File: config.mk
export PLATFORM = sky130hd
export DESIGN_NAME = circular_queue_with_front_insert_unit_flat
export DESIGN_NICKNAME = d
export VERILOG_FILES = /design/src/design/cqfi_pkg.sv /design/src/design/cqfi_in_if.sv /design/src/design/cqfi_out_if.sv /design/src/design/cqfi_ram.sv /design/src/design/cqfi_ctrl.sv /design/src/design/cqfi_datapath.sv /design/src/design/circular_queue_with_front_insert_unit.sv /design/src/flat_wrapper.sv
export SDC_FILE = /design/constraint.sdc
export NUM_CORES = 1
export LEC_CHECK = 0
export ABC_AREA = 1
export BUFFER_PORTS_ARGS = -buffer_cell sky130_fd_sc_hd__buf_2
export CAP_MARGIN = 20
export CORE_UTILIZATION = 50
export DETAILED_ROUTE_END_ITERATION = 8
export PLACE_DENSITY = 0.65
export SLEW_MARGIN = 10
export SYNTH_ARGS = -nofsm -noshare
export SYNTH_HDL_FRONTEND = slang
export SYNTH_SLANG_ARGS = --single-unit
export TNS_END_PERCENT = 20
File: constraint.sdc
create_clock -name clk -period 4.45 [get_ports clk]
set_input_delay 0.89 -clock clk [delete_from_list [all_inputs] [get_ports clk]]
set_output_delay 0.89 -clock clk [all_outputs]
set_load 0.01 [all_outputs]
File: src/design/cqfi_pkg.sv
`default_nettype none
package cqfi_pkg;

	localparam int QUEUE_DEPTH = 64;
	localparam int VALUE_WIDTH = 16;

	localparam int PTR_W   = $clog2(QUEUE_DEPTH);
	localparam int COUNT_W = $clog2(QUEUE_DEPTH + 1);
	localparam int SUM_W   = PTR_W + 1;
	localparam int OCC_W   = 7;
	localparam int FIELD_W = 16;

	typedef logic [VALUE_WIDTH-1:0] value_t;
	typedef logic [PTR_W-1:0]       ptr_t;
	typedef logic [COUNT_W-1:0]     count_t;
	typedef logic [SUM_W-1:0]       sum_t;
	typedef logic [OCC_W-1:0]       occ_t;
	typedef logic [FIELD_W-1:0]     field_t;

	typedef enum logic [1:0] {
		ACT_APPEND = 2'd0,
		ACT_INSERT = 2'd1,
		ACT_REMOVE = 2'd2,
		ACT_READ   = 2'd3
	} action_t;

	typedef enum logic [1:0] {
		ST_DONE      = 2'd0,
		ST_OVERFLOW  = 2'd1,
		ST_UNDERFLOW = 2'd2
	} status_t;

	typedef struct packed {
		logic    load;
		logic    push_tail;
		logic    push_head;
		logic    pop;
		logic    rd;
		status_t result;
	} cmd_t;

	typedef struct packed {
		logic full;
		logic empty;
	} dp_status_t;

endpackage
`default_nettype wire

File: src/design/cqfi_in_if.sv
`default_nettype none
interface cqfi_in_if;
	logic        valid;
	logic        ready;
	logic [1:0]  action;
	logic [15:0] item_value;

	modport source (output valid, output action, output item_value, input ready);
	modport sink (input valid, input action, input item_value, output ready);
endinterface
`default_nettype wire

File: src/design/cqfi_out_if.sv
`default_nettype none
interface cqfi_out_if;
	logic        valid;
	logic        ready;
	logic [15:0] head_value;
	logic [1:0]  status;
	logic        now_empty;
	logic [6:0]  occupancy;

	modport source (output valid, output head_value, output status, output now_empty,
		output occupancy, input ready);
	modport sink (input valid, input head_value, input status, input now_empty,
		input occupancy, output ready);
endinterface
`default_nettype wire

File: src/design/cqfi_ram.sv
`default_nettype none
module cqfi_ram #(
	parameter int WIDTH = 16,
	parameter int DEPTH = 64
) (
	input  wire logic                     clk,
	input  wire logic                     we,
	input  wire logic [$clog2(DEPTH)-1:0] waddr,
	input  wire logic [WIDTH-1:0]         wdata,
	input  wire logic                     re,
	input  wire logic [$clog2(DEPTH)-1:0] raddr,
	output logic      [WIDTH-1:0]         rdata
);

	logic [WIDTH-1:0] mem_q [DEPTH];

	always_ff @(posedge clk) begin
		if (we) begin
			mem_q[waddr] <= wdata;
		end
		if (re) begin
			rdata <= mem_q[raddr];
		end
	end

endmodule
`default_nettype wire

File: src/design/cqfi_ctrl.sv
`default_nettype none
module cqfi_ctrl (
	input  wire logic                 clk,
	input  wire logic                 arst_n,
	input  wire logic                 in_valid,
	input  wire logic [1:0]           action,
	output logic                      in_ready,
	output logic                      out_valid,
	input  wire logic                 out_ready,
	input  wire cqfi_pkg::dp_status_t stat,
	output cqfi_pkg::cmd_t            cmd
);

	typedef enum logic {
		S_IDLE,
		S_RESP
	} state_t;

	state_t             state_q;
	cqfi_pkg::action_t  act;
	logic               take;

	assign act       = cqfi_pkg::action_t'(action);
	assign in_ready  = (state_q == S_IDLE);
	assign out_valid = (state_q == S_RESP);
	assign take      = in_valid && in_ready;

	always_comb begin
		cmd           = '0;
		cmd.result    = cqfi_pkg::ST_DONE;
		cmd.load      = take;
		case (act)
			cqfi_pkg::ACT_APPEND, cqfi_pkg::ACT_INSERT: begin
				if (stat.full) begin
					cmd.result = cqfi_pkg::ST_OVERFLOW;
				end else begin
					cmd.push_tail = take && (act == cqfi_pkg::ACT_APPEND);
					cmd.push_head = take && (act == cqfi_pkg::ACT_INSERT);
				end
			end
			cqfi_pkg::ACT_REMOVE, cqfi_pkg::ACT_READ: begin
				if (stat.empty) begin
					cmd.result = cqfi_pkg::ST_UNDERFLOW;
				end else begin
					cmd.rd  = take;
					cmd.pop = take && (act == cqfi_pkg::ACT_REMOVE);
				end
			end
			default: begin
				cmd.result = cqfi_pkg::ST_DONE;
			end
		endcase
	end

	always_ff @(posedge clk or negedge arst_n) begin
		if (!arst_n) begin
			state_q <= S_IDLE;
		end else begin
			case (state_q)
				S_IDLE: begin
					if (take) begin
						state_q <= S_RESP;
					end
				end
				S_RESP: begin
					if (out_ready) begin
						state_q <= S_IDLE;
					end
				end
				default: begin
					state_q <= S_IDLE;
				end
			endcase
		end
	end

endmodule
`default_nettype wire

File: src/design/cqfi_datapath.sv
`default_nettype none
module cqfi_datapath (
	input  wire logic             clk,
	input  wire logic             arst_n,
	input  wire cqfi_pkg::cmd_t   cmd,
	input  wire logic [15:0]      item_value,
	output cqfi_pkg::dp_status_t  stat,
	output logic [15:0]           head_value,
	output logic [1:0]            status,
	output logic                  now_empty,
	output logic [6:0]            occupancy
);

	cqfi_pkg::ptr_t    head_q;
	cqfi_pkg::count_t  count_q;
	cqfi_pkg::status_t status_q;
	logic              show_q;
	cqfi_pkg::sum_t    tail_sum;
	cqfi_pkg::ptr_t    tail_ptr;
	cqfi_pkg::ptr_t    head_prev;
	cqfi_pkg::ptr_t    head_next;
	cqfi_pkg::ptr_t    waddr;
	cqfi_pkg::value_t  rdata;
	logic              we;

	assign stat.full  = (count_q == cqfi_pkg::count_t'(cqfi_pkg::QUEUE_DEPTH));
	assign stat.empty = (count_q == '0);

	// wrap without a divider: sum stays below twice the depth
	assign tail_sum = cqfi_pkg::sum_t'(head_q) + cqfi_pkg::sum_t'(count_q);
	assign tail_ptr = (tail_sum >= cqfi_pkg::sum_t'(cqfi_pkg::QUEUE_DEPTH))
		? cqfi_pkg::ptr_t'(tail_sum - cqfi_pkg::sum_t'(cqfi_pkg::QUEUE_DEPTH))
		: cqfi_pkg::ptr_t'(tail_sum);
	assign head_prev = (head_q == '0)
		? cqfi_pkg::ptr_t'(cqfi_pkg::QUEUE_DEPTH - 1) : head_q - 1'b1;
	assign head_next = (head_q == cqfi_pkg::ptr_t'(cqfi_pkg::QUEUE_DEPTH - 1))
		? '0 : head_q + 1'b1;

	assign we    = cmd.push_tail || cmd.push_head;
	assign waddr = cmd.push_head ? head_prev : tail_ptr;

	cqfi_ram #(
		.WIDTH(cqfi_pkg::VALUE_WIDTH),
		.DEPTH(cqfi_pkg::QUEUE_DEPTH)
	) u_ram (
		.clk   (clk),
		.we    (we),
		.waddr (waddr),
		.wdata (cqfi_pkg::value_t'(item_value)),
		.re    (cmd.rd),
		.raddr (head_q),
		.rdata (rdata)
	);

	always_ff @(posedge clk or negedge arst_n) begin
		if (!arst_n) begin
			head_q  <= '0;
			count_q <= '0;
		end else begin
			if (cmd.push_head) begin
				head_q <= head_prev;
			end else if (cmd.pop) begin
				head_q <= head_next;
			end
			if (we) begin
				count_q <= count_q + 1'b1;
			end else if (cmd.pop) begin
				count_q <= count_q - 1'b1;
			end
		end
	end

	always_ff @(posedge clk) begin
		if (cmd.load) begin
			status_q <= cmd.result;
			show_q   <= cmd.rd;
		end
	end

	assign head_value = show_q ? cqfi_pkg::field_t'(rdata) : '0;
	assign status     = status_q;
	assign now_empty  = (count_q == '0);
	assign occupancy  = cqfi_pkg::occ_t'(count_q);

	a_count_bound: assert property (@(posedge clk) disable iff (!arst_n)
		count_q <= cqfi_pkg::count_t'(cqfi_pkg::QUEUE_DEPTH))
		else $error("entry count beyond depth");

	a_no_push_full: assert property (@(posedge clk) disable iff (!arst_n)
		(cmd.push_tail || cmd.push_head) |-> !stat.full)
		else $error("push into full queue");

	a_pop_count: assert property (@(posedge clk) disable iff (!arst_n)
		cmd.pop |=> (count_q == $past(count_q) - 1'b1))
		else $error("remove did not lower count");

	a_insert_head: assert property (@(posedge clk) disable iff (!arst_n)
		cmd.push_head |=> (head_q == $past(head_prev)))
		else $error("head insert did not step head back");

endmodule
`default_nettype wire

File: src/design/circular_queue_with_front_insert_unit.sv
`default_nettype none
// Circular queue of cqfi_pkg::QUEUE_DEPTH entries that takes append, head insert, remove and
// read actions and returns one result per action with status, empty flag and occupancy. An
// action is accepted while the unit is idle and its result is offered from the next cycle on;
// the next action is accepted the cycle after that result transfers, so a new action is not
// taken while a result waits. This follows from the registered read of the entry memory
// and from the controller, which holds one action until its result is taken.
// Entries are not cleared at reset; only written entries are ever read.
module circular_queue_with_front_insert_unit (
	input  wire logic clk,
	input  wire logic arst_n,
	cqfi_in_if.sink   item,
	cqfi_out_if.source result
);

	cqfi_pkg::cmd_t       cmd;
	cqfi_pkg::dp_status_t stat;

	cqfi_ctrl u_ctrl (
		.clk       (clk),
		.arst_n    (arst_n),
		.in_valid  (item.valid),
		.action    (item.action),
		.in_ready  (item.ready),
		.out_valid (result.valid),
		.out_ready (result.ready),
		.stat      (stat),
		.cmd       (cmd)
	);

	cqfi_datapath u_datapath (
		.clk        (clk),
		.arst_n     (arst_n),
		.cmd        (cmd),
		.item_value (item.item_value),
		.stat       (stat),
		.head_value (result.head_value),
		.status     (result.status),
		.now_empty  (result.now_empty),
		.occupancy  (result.occupancy)
	);

endmodule
`default_nettype wire
File: src/flat_wrapper.sv
// flat-port wrapper written by rule: the top's interface ports become plain ports
module circular_queue_with_front_insert_unit_flat 
  (clk, arst_n, item_valid, item_action, item_item_value, item_ready, result_valid, result_head_value, result_status, result_now_empty, result_occupancy, result_ready);
  cqfi_in_if item_i ();
  cqfi_out_if result_i ();
  input  wire logic clk;
  input  wire logic arst_n;
  input wire logic [$bits(item_i.valid)-1:0] item_valid;
  input wire logic [$bits(item_i.action)-1:0] item_action;
  input wire logic [$bits(item_i.item_value)-1:0] item_item_value;
  output wire logic [$bits(item_i.ready)-1:0] item_ready;
  output wire logic [$bits(result_i.valid)-1:0] result_valid;
  output wire logic [$bits(result_i.head_value)-1:0] result_head_value;
  output wire logic [$bits(result_i.status)-1:0] result_status;
  output wire logic [$bits(result_i.now_empty)-1:0] result_now_empty;
  output wire logic [$bits(result_i.occupancy)-1:0] result_occupancy;
  input wire logic [$bits(result_i.ready)-1:0] result_ready;
  assign item_i.valid = item_valid;
  assign item_i.action = item_action;
  assign item_i.item_value = item_item_value;
  assign item_ready = item_i.ready;
  assign result_valid = result_i.valid;
  assign result_head_value = result_i.head_value;
  assign result_status = result_i.status;
  assign result_now_empty = result_i.now_empty;
  assign result_occupancy = result_i.occupancy;
  assign result_i.ready = result_ready;
  circular_queue_with_front_insert_unit u_core (.clk(clk), .arst_n(arst_n), .item(item_i), .result(result_i));
endmodule
# Word-level counts from Yosys, hierarchy flattened
# Memories as Yosys holds them, arrays and structs flattened. A register that Yosys moved wholly into a read port is not among the register bits.
# Index checks and enable logic that the tools add are counted.
# word_totals
input_bits,22
mem_bits_ro,0
mem_count,1
latch_bits,0
ff_bits,17
out_inout_bits,28
word_cells,52
ram_bits,1024
# mem_list
name,words,width,rd,rd_clocked_by_memory_dff,write_ports,line,text
u_core.u_datapath.u_ram.mem_q,64,16,1,1,1,cqfi_ram.sv:15,logic [WIDTH-1:0] mem_q [DEPTH];
# op_classes
shifts,0
n_mul,0
reduce_logical,12
n_bitwise,1
muxes,21
eq_ne,5
n_addsub,6
n_div,0
n_lt_le_gt_ge,1
# op_table
operator,n
6-bit 2-to-1 mux,6
16-bit 2-to-1 mux,1
7-bit 2-to-1 mux,2
"6-bit by 1-bit subtractor with 6-bit output, second input constant",2
2-bit 2-to-1 mux,5
6-bit by 7-bit adder with 7-bit output,1
"7-bit by 1-bit adder with 7-bit output, second input constant",1
"7-bit == test, second input constant",1
"7-bit greater-or-equal comparator, second input constant",1
7-bit zero test,1
"7-bit by 1-bit subtractor with 7-bit output, second input constant",1
"6-bit by 1-bit adder with 6-bit output, second input constant",1
"6-bit == test, second input constant",1
6-bit zero test,1
1-bit 2-to-1 mux,5
"2-bit == test, second input constant",2
1-bit logical AND,4
2-bit case mux with 2 select lines,1
2-bit nonzero test,2
2-bit OR reduction,2
"2-bit by 1-bit == test with 1-bit output, second input constant",1
2-bit zero test,1
1-bit case mux with 2 select lines,1
1-bit logical OR,1
1-bit NOT,1

# Longest topological paths before layout
# Gate-level depths: netlist (run 1).
# depth
word_depth,8
depth_mapped,15

# Hierarchy
# Synthesis (run 1) repeated with hierarchy kept, for this count alone.
# unflattened
cells_unflattened,3767
area_unflattened_um2,43890.8
# modules_own_cells
mod,cells_per_inst,area_per_inst_um2,n_inst
cqfi_ram,3517,42259.3,1
cqfi_datapath,229,1516.5,1
cqfi_ctrl,21,115.1,1

# Worst setup path after synthesis (run 1)
# Ideal clock, no wire load.
# synth_path
kind,flip-flop to flip-flop
startpoint,reg u_core.u_datapath.head_q[0]
endpoint,mem u_core.u_datapath.u_ram.mem_q[13][0] (enable)
required_time_ps,4062
synth_period_minus_slack_ps,3175
arrival_time_ps,2786
slack_ps,1275
n_path_buf,5
setup_time_ps,388
stages_incl_launch_ff,16
cell_sequence,dfrtp_1 -> buf_6 -> inv_6 -> buf_6 -> buf_6 -> buf_6 -> buf_4 -> ha_1 -> or2_2 -> nand3_1 -> nand2_1 -> o21ai_2 -> nand2_1 -> inv_2 -> nand2_2 -> nor2_1
# synth_via
elab_chain_len,4
word_cells_on_any_way,8
classes_between,add/sub: 3; order compare: 1; mux: 3; reduce/logical: 1
# synth_rtl
item,line,text
"start, declared",cqfi_datapath.sv:14,cqfi_pkg::ptr_t head_q;
"start signal, assigned",cqfi_datapath.sv:61,head_q <= head_prev;
"start signal, assigned",cqfi_datapath.sv:63,head_q <= head_next;
6-bit by 7-bit adder with 7-bit output,cqfi_datapath.sv:30,assign tail_sum = cqfi_pkg::sum_t'(head_q) + cqfi_pkg::sum_t'(count_q);
6-bit by 1-bit subtractor with 6-bit output / 7-bit greater-or-equal comparator (equally long branches),"cqfi_datapath.sv:32, cqfi_datapath.sv:31",
6-bit 2-to-1 mux,cqfi_datapath.sv:32,? cqfi_pkg::ptr_t'(tail_sum - cqfi_pkg::sum_t'(cqfi_pkg::QUEUE_DEPTH))
6-bit 2-to-1 mux (*),cqfi_datapath.sv:40,assign waddr = cmd.push_head ? head_prev : tail_ptr;
"end, declared",cqfi_ram.sv:15,
# Mark *: on every way between the ends. The rest lies on a longest branch, timed or not.

# Final worst setup path (run 1)
# layout_path
startpoint,reg u_core.u_datapath.head_q[0]
endpoint,mem u_core.u_datapath.u_ram.mem_q[59][14] (enable)
# Same word-level chain as after synthesis.

==> out/qor.yml, run 1 <==
power:
  leakage_nw: 17.94
  ir_drop_uv: 684.0
  power_density_mw_per_mm2: 613.4
synthesis:
  yosysWarnings: 0
  synth_area_mm2: 0.04397
  synth_cell_type_count: 42
  ys_seq_area_share_pct: 72.02
  synthMuxAreaShare_pct: 0
  synth_top_family_by_area: "simple AND/OR/NAND/NOR gates"
  synthArstFlopShare_pct: 1.325
  synth_flop_cell: "edfxtp_1"
  synth_compound_area_share_pct: 5.583
  synth_edf_count: 1043
  synth-adder-area-share_pct: 0.4894
  synthesis.nets: 3960
  synth_cells: 3922
  synth_xor_area_share_pct: 0.1593
  synth.avg_cell_area_um2: 11.21
  yosys.area_share.simple_pct: 18.16
  ys_ff_latch: 1057
setup_path:
  rr_startpoint: "u_core.u_datapath.head_q[0]$_DFFE_PN0P_"
  rr_endpoint: "u_core.u_datapath.u_ram.mem_q[59][14]$_DFFE_PP_"
  required_ns: 4.82
  r2r_slack_ns: 0.95
  crit_path_end_kind: "flip-flop"
  worstSetupStartpointType: "flip-flop"
  critPathMaxFanout: 28
  path_class: "reg2reg"
  cp-endpoint: "u_core.u_datapath.u_ram.mem_q[59][14]$_DFFE_PP_"
  startpoint: "u_core.u_datapath.head_q[0]$_DFFE_PN0P_"
  worstPathArrival_ns: 3.87
  r2r_cells: 8
final_layout:
  diodes: 0
  final_common_cell: "edfxtp_1"
  postLayoutCoreUtil_pct: 56.23
  syn_to_final_growth_pct: 11.10
  nNetsFinal: 4011
  fin_area_mm2: 0.04886
  layout_common_cells: "edfxtp_1 (1,043), nand2_1 (937), nor2_1 (853)"
  drive_above_1_share_pct: 9.024
  num-fill-cells: 7209
detailed_routing:
  routedWlPerCell_um: 23.14
  drtAntennaViolNets: 0
  wirelength_um: 120800
  drc: 0
  via_per_inst: 5.597
  drtIter0Drc: 3964
  drt_pass1_iterations: 6
  vias: 29230
timing:
  clock.fmax_mhz: 285.5
  setup_viol: 0
  setup_tns_ns: 0
  rsz0062_at_grt: "false"
  fin_skew_ns: 0.02631
  timing_hold_violations_final: 0
  slew_headroom_pct: 9.624
  slew_violations: 0
  finalCritPeriodShare_pct: 78.72
  min_period_ns: 3.503
  worst_pin_slew_ns: 1.356
  setup_slack_ns: 0.9470
  holdWs_ns: 0.1553
placed_design:
  dp_slack_ns: 0.8199
  gp_congestion: 0.9499
  place_area_mm2: 0.04553
  io_buffers: 49
  dp_hpwl_um: 69690
clocking:
  holdBufCountCts: 0
  clockBufferDepth: 3
  cts_tree: "built"
  clk_latency_ns: 0.68
  clockRootBuffer: "clkbuf_16"
  post_cts_resized: 0
  clk_pin_slew_ns: 0.06
  clock-sinks: 1057
  cts_buffers: 107
  cts_setup_buffers: 0
  htree_levels: 3
hold_path:
  hp-class: "in2async"
floorplanning:
  core_area_mm2: 0.08689
  dieWidth_um: 298.6
  dieArea_mm2: 0.08914
  die_y_um: 298.6
  pin_count: 50
  initial_utilization_pct: 50.61
  rows: 108
global_route:
  grt_pass1_wl_um: 178500
  first_global_vias: 27650
  gr-total-overflow: 0
  antenna_found_initial: 2
  grt_max_degree: 246
  grt_usage_pct: 27.00
run:
  max_cap_violations: 0
outcome:
  status: "finished clean"
==> layout make-up <==
cell class | count | area [um^2] | area share [%]
clock buffers | 131 | 2850 | 5.834
well taps | 1155 | 1445 | 2.958
inverters | 144 | 561.8 | 1.150
clock inverters | 72 | 479.2 | 0.9809
multi-input cells | 2512 | 10740 | 21.99
repair buffers | 151 | 1099 | 2.249
flip-flops and latches | 1057 | 31680 | 64.84
==> flip-flops by register name, indices dropped and copies added, names as in the netlist <==
| register | cells |
|---|---|
| u_core.u_datapath.show_q | 1 |
| u_core.u_datapath.status | 2 |
| u_core.u_ctrl.out_valid | 1 |
| u_core.u_datapath.occupancy | 7 |
| u_core.u_datapath.head_q | 6 |
| u_core.u_datapath.u_ram.mem_q | 1024 |
| u_core.u_datapath.u_ram.rdata | 16 |
==> worst max-delay path, stage by stage (launching register included) <==
cell     delay, ns
dfrtp_4       0.66
ha_1          0.31
fa_1          0.42
xnor2_1       0.21
o21ai_2       0.12
nor2_2        0.17
nand2_2       0.23
nor2_1        0.73
buf_4         0.33
==> cell families (layout without fill, tap and decap cells) <==
group | after synthesis | in the layout
adders and majority gates | 16 | 16
DFF | 1057 | 1057
buffers and inverters | 353 | 498
and+or+nand+nor | 2008 | 2008
AOI/OAI and AO/OA | 480 | 480
xor gates and xnor gates | 8 | 8
==> stage by stage <==
step	instances	total power, W
2_1_floorplan	3922	0.01832
4_1_cts	5222	0.03000
3_3_place_gp	5019	0.02146
6_report	5222	0.02997
3_5_place_dp	5019	0.02152
5_1_grt	5222	0.03144
==> synthesized netlist by cell type (all sizes together), types with 2 or more instances <==
cell | count | share of area [%]
a21oi | 25 | 0.31
nor3 | 2 | 0.023
edfxtp | 1043 | 71
nor2 | 870 | 7.6
nand4 | 23 | 0.40
dfrtp | 14 | 0.80
clkbuf | 60 | 0.51
clkinv | 2 | 0.020
o22ai | 21 | 0.30
buf | 149 | 1.8
fa | 2 | 0.091
inv | 142 | 1.2
xnor2 | 3 | 0.060
o21ai | 429 | 4.9
xor2 | 5 | 0.10
ha | 14 | 0.40
nand3b | 3 | 0.051
nand3 | 155 | 1.8
or2 | 2 | 0.028
nand2 | 953 | 8.2
==> how the worst min path moves through the flow <==
| stage | from | to | slack, ns | cells after the start |
|---|---|---|---|---|
| finish | arst_n | u_core.u_datapath.occupancy[6]$_DFFE_PN0P_ | 0.16 | 1 |
| global route | arst_n | u_core.u_ctrl.out_valid$_DFF_PN0_ | 0.16 | 1 |
| CTS | arst_n | u_core.u_ctrl.out_valid$_DFF_PN0_ | 0.12 | 1 |
| detailed placement | u_core.u_datapath.occupancy[6]$_DFFE_PN0P_ | u_core.u_datapath.occupancy[6]$_DFFE_PN0P_ | 0.58 | 2 |
| global placement | u_core.u_ctrl.out_valid$_DFF_PN0_ | u_core.u_ctrl.out_valid$_DFF_PN0_ | 0.57 | 2 |
| floorplan | u_core.u_datapath.occupancy[3]$_DFFE_PN0P_ | u_core.u_datapath.occupancy[3]$_DFFE_PN0P_ | 0.58 | 2 |
==> per-layer routing <==
layer,GRT usage [%],vias to the layer above,part of all wire [%]
met2,41.86,1358,47
li1,-,13440,-
met5,0,-,0.0091
met3,4.413,205,9.1
met4,8.718,2,2.8
met1,39.15,14220,41
==> report_power, final <==
| part | internal (W) | switching [W] |
|---|---|---|
| registers | 0.0113 | 0.000262 |
| clock network | 0.00478 | 0.00377 |
| logic | 0.00259 | 0.00726 |
| total | 0.0187 | 0.0113 |
Note: power is estimated with default switching activity, not from simulation.
==> run 2: changes to the inputs <==
Settings changed: PLACE_DENSITY 0.65 to 0.68.
Clock period 4.45 ns to 3.05 ns, I/O delays scaled along.
==> out/qor.yml, run 2 (synthesis results as in run 1) <==
setup_path:
  worstPathArrival_ns: 3.29  # was 3.87 ns
  slowest_stage: "dfrtp_4"  # was nor2_1
  rr_endpoint: "u_core.u_datapath.u_ram.mem_q[44][8]$_DFFE_PP_"  # was u_core.u_datapath.u_ram.mem_q[59][14]$_DFFE_PP_
  critPathMaxFanout: 21  # was 28
  rr_startpoint: "u_core.u_datapath.head_q[0]$_DFFE_PN0P_"  # unchanged
  crit_chain: "buf_4 -> clkinv_8 -> ha_1 -> or2_2 -> nand3_1 -> nand2_1 -> o21ai_2 -> nand2_1 -> inv_2 -> nand2_2 -> nor2_1 -> buf_4"  # was ha_1 -> fa_1 -> xnor2_1 -> o21ai_2 -> nor2_2 -> nand2_2 -> nor2_1 -> buf_4
  crit_path_end_kind: "flip-flop"  # unchanged
  path_class: "reg2reg"  # unchanged
  worstSetupStartpointType: "flip-flop"  # unchanged
  r2r_slack_ns: 0.11  # was 0.95 ns
  path_depth: 12  # was 8
  cp_top_family: "simple AND/OR/NAND/NOR gates"  # unchanged
  path_buf_inv: 4  # was 1
  required_ns: 3.39  # was 4.82 ns
  cp_slowest_stage_delay_ns: 0.43  # was 0.73 ns
  r2r_cells: 12  # was 8
power:
  power_switching_w: 0.01625  # was 0.01129 W
  ir_drop_uv: 570.2  # was 684.0 uV
  netSwitchingFraction_pct: 36.73  # was 37.68%
  leakage_nw: 18.31  # was 17.94 nW
  power_frac_comb_pct: 33.3  # was 32.9%
  p_int_w: 0.02799  # was 0.01868 W
  power_density_mw_per_mm2: 891.3  # was 613.4 mW/mm^2
  seqPwrFrac_pct: 37.9  # was 38.6%
  pwr-share-clk_pct: 28.8  # was 28.5%
final_layout:
  final_cell_count_no_fill: 5258  # was 5,222
  final_common_cell: "edfxtp_1"  # unchanged
  fin_area_mm2: 0.04963  # was 0.04886 mm^2
  nNetsFinal: 4052  # was 4,011
  largest-register: "u_core.u_datapath.u_ram.mem_q"  # unchanged
  drive_above_1_share_pct: 9.822  # was 9.024%
  largest_reg_flops: 1024  # unchanged
  diodes: 0  # unchanged
  syn_to_final_growth_pct: 12.86  # was 11.10%
  layout_common_cells: "edfxtp_1 (1,043), nand2_1 (937), nor2_1 (853)"  # unchanged
  num-fill-cells: 7124  # was 7,209
timing:
  holdWs_ns: 0.1354  # was 0.1553 ns
  slew_headroom_pct: 45.90  # was 9.624%
  setup_slack_ns: 0.1082  # was 0.9470 ns
  min_period_ns: 2.942  # was 3.503 ns
  finalCritPeriodShare_pct: 96.45  # was 78.72%
  setup_tns_ns: 0  # unchanged
  timing_hold_violations_final: 0  # unchanged
  slew_violations: 0  # unchanged
  setup_viol: 0  # unchanged
  worst_pin_slew_ns: 0.8115  # was 1.356 ns
  fin_skew_ns: 0.01943  # was 0.02631 ns
  rsz0062_at_grt: "false"  # unchanged
  clock.fmax_mhz: 339.9  # was 285.5 MHz
global_route:
  grt_max_degree: 170  # was 246
  grt_pass1_wl_um: 172200  # was 178,500 um
  antenna_found_initial: 1  # was 2
  gr-total-overflow: 0  # unchanged
  first_global_vias: 27410  # was 27,650
  grt_usage_pct: 25.97  # was 27.00%
placed_design:
  io_buffers: 49  # unchanged
  dp_hpwl_um: 69890  # was 69,690 um
  place_area_mm2: 0.04620  # was 0.04553 mm^2
  dp_cells: 5061  # was 5,019
  dp_slack_ns: 0.1338  # was 0.8199 ns
  gp_congestion: 0.9286  # was 0.9499
hold_path:
  min_delay_path_depth: 2
  worstHoldEndpoint: "u_core.u_ctrl.out_valid$_DFF_PN0_"
  hp-class: "in2reg"  # was in2async
  holdCritStartpoint: "result_ready"
detailed_routing:
  routedWlPerCell_um: 22.13  # was 23.14 um
  vias: 29050  # was 29,230
  drtIter0Drc: 3509  # was 3,964
  via_per_inst: 5.525  # was 5.597
  drt_pass1_iterations: 8  # was 6
  wirelength_um: 116400  # was 120,800 um
  drtAntennaViolNets: 0  # unchanged
  drc: 0  # unchanged
clocking:
  clock-sinks: 1057  # unchanged
  clk_latency_ns: 0.67  # was 0.68 ns
  clockBufferDepth: 3  # unchanged
  cts_buffers: 104  # was 107
  clk_pin_slew_ns: 0.06  # about the same
  cts_setup_buffers: 0  # unchanged
  htree_levels: 3  # unchanged
  cts_tree: "built"  # unchanged
  clockRootBuffer: "clkbuf_16"  # unchanged
floorplanning:
  die_y_um: 298.6  # unchanged
  pin_count: 50  # unchanged
  dieArea_mm2: 0.08914  # unchanged
  core_area_mm2: 0.08689  # unchanged
  initial_utilization_pct: 50.61  # unchanged
  rows: 108  # unchanged
  dieWidth_um: 298.6  # unchanged
outcome:
  status: "finished clean"  # unchanged
run:
  max_cap_violations: 0  # unchanged
[run 2: worst max path at each step]
stage,endpoint,start
final,u_core.u_datapath.u_ram.mem_q[44][8]$_DFFE_PP_,u_core.u_datapath.head_q[0]$_DFFE_PN0P_
after global routing,u_core.u_datapath.u_ram.mem_q[24][0]$_DFFE_PP_,u_core.u_datapath.occupancy[0]$_DFFE_PN0P_
after CTS,u_core.u_datapath.u_ram.mem_q[35][10]$_DFFE_PP_,u_core.u_datapath.head_q[0]$_DFFE_PN0P_
after detailed placement,u_core.u_datapath.u_ram.mem_q[35][11]$_DFFE_PP_,u_core.u_datapath.head_q[0]$_DFFE_PN0P_
after global placement,u_core.u_datapath.u_ram.mem_q[35][14]$_DFFE_PP_,item_action[1]
after floorplan,u_core.u_datapath.u_ram.mem_q[13][0]$_DFFE_PP_,u_core.u_datapath.head_q[0]$_DFFE_PN0P_
[run 2: per-layer routing]
| layer | share of wire [%] | up-vias | global-route usage (%) |
|---|---|---|---|
| met5 | 0 | - | 0 |
| li1 | - | 13520 | - |
| met1 | 42 | 14030 | 37.51 |
| met2 | 46 | 1308 | 40.18 |
| met3 | 9.1 | 195 | 4.326 |
| met4 | 3.2 | 0 | 8.803 |
[run 2: power groups by stage]
stage	combinational [W]	clock, W	sequential [W]
floorplan	0.00978	0	0.0170
global placement	0.0144	0	0.0170
detailed placement	0.0145	0	0.0171
CTS	0.0146	0.0129	0.0167
global route	0.0162	0.0134	0.0168
finish	0.0148	0.0127	0.0168
[run 2: area by class of cell]
cell class                 instances  area [um^2]  area share, %
inverter                         144        561.8          1.132
tap                             1155         1445          2.912
clock inverter                    61        561.8          1.132
multi-input combinational       2512        10740          21.65
timing repair buffer             195         1819          3.666
clock buffer                     134         2821          5.685
sequential                      1057        31680          63.83
[run 2: worst reg2reg max path: stages, from the launching register on]
cell and delay, ns:
dfrtp_4 0.43, buf_4 0.18, clkinv_8 0.14, ha_1 0.28, or2_2 0.29, nand3_1 0.08
nand2_1 0.08, o21ai_2 0.12, nand2_1 0.10, inv_2 0.07, nand2_2 0.33, nor2_1 0.22
buf_4 0.28
[run 2: timing repair]
| item | in CTS | in global routing |
|---|---|---|
| endpoints found under the setup margin | 0 | 134 |
| endpoints found under the hold margin | 14 | 0 |
| hold buffers | 1 | 0 |
| gates resized for setup | 0 | 1 |
[run 2: through the flow]
step	utilization, %	power [W]
detailed placement	53.18	0.03152
floorplan	-	0.02673
global placement	53.18	0.03139
CTS	57.08	0.04417
finish	57.12	0.04424
global route	57.12	0.04636
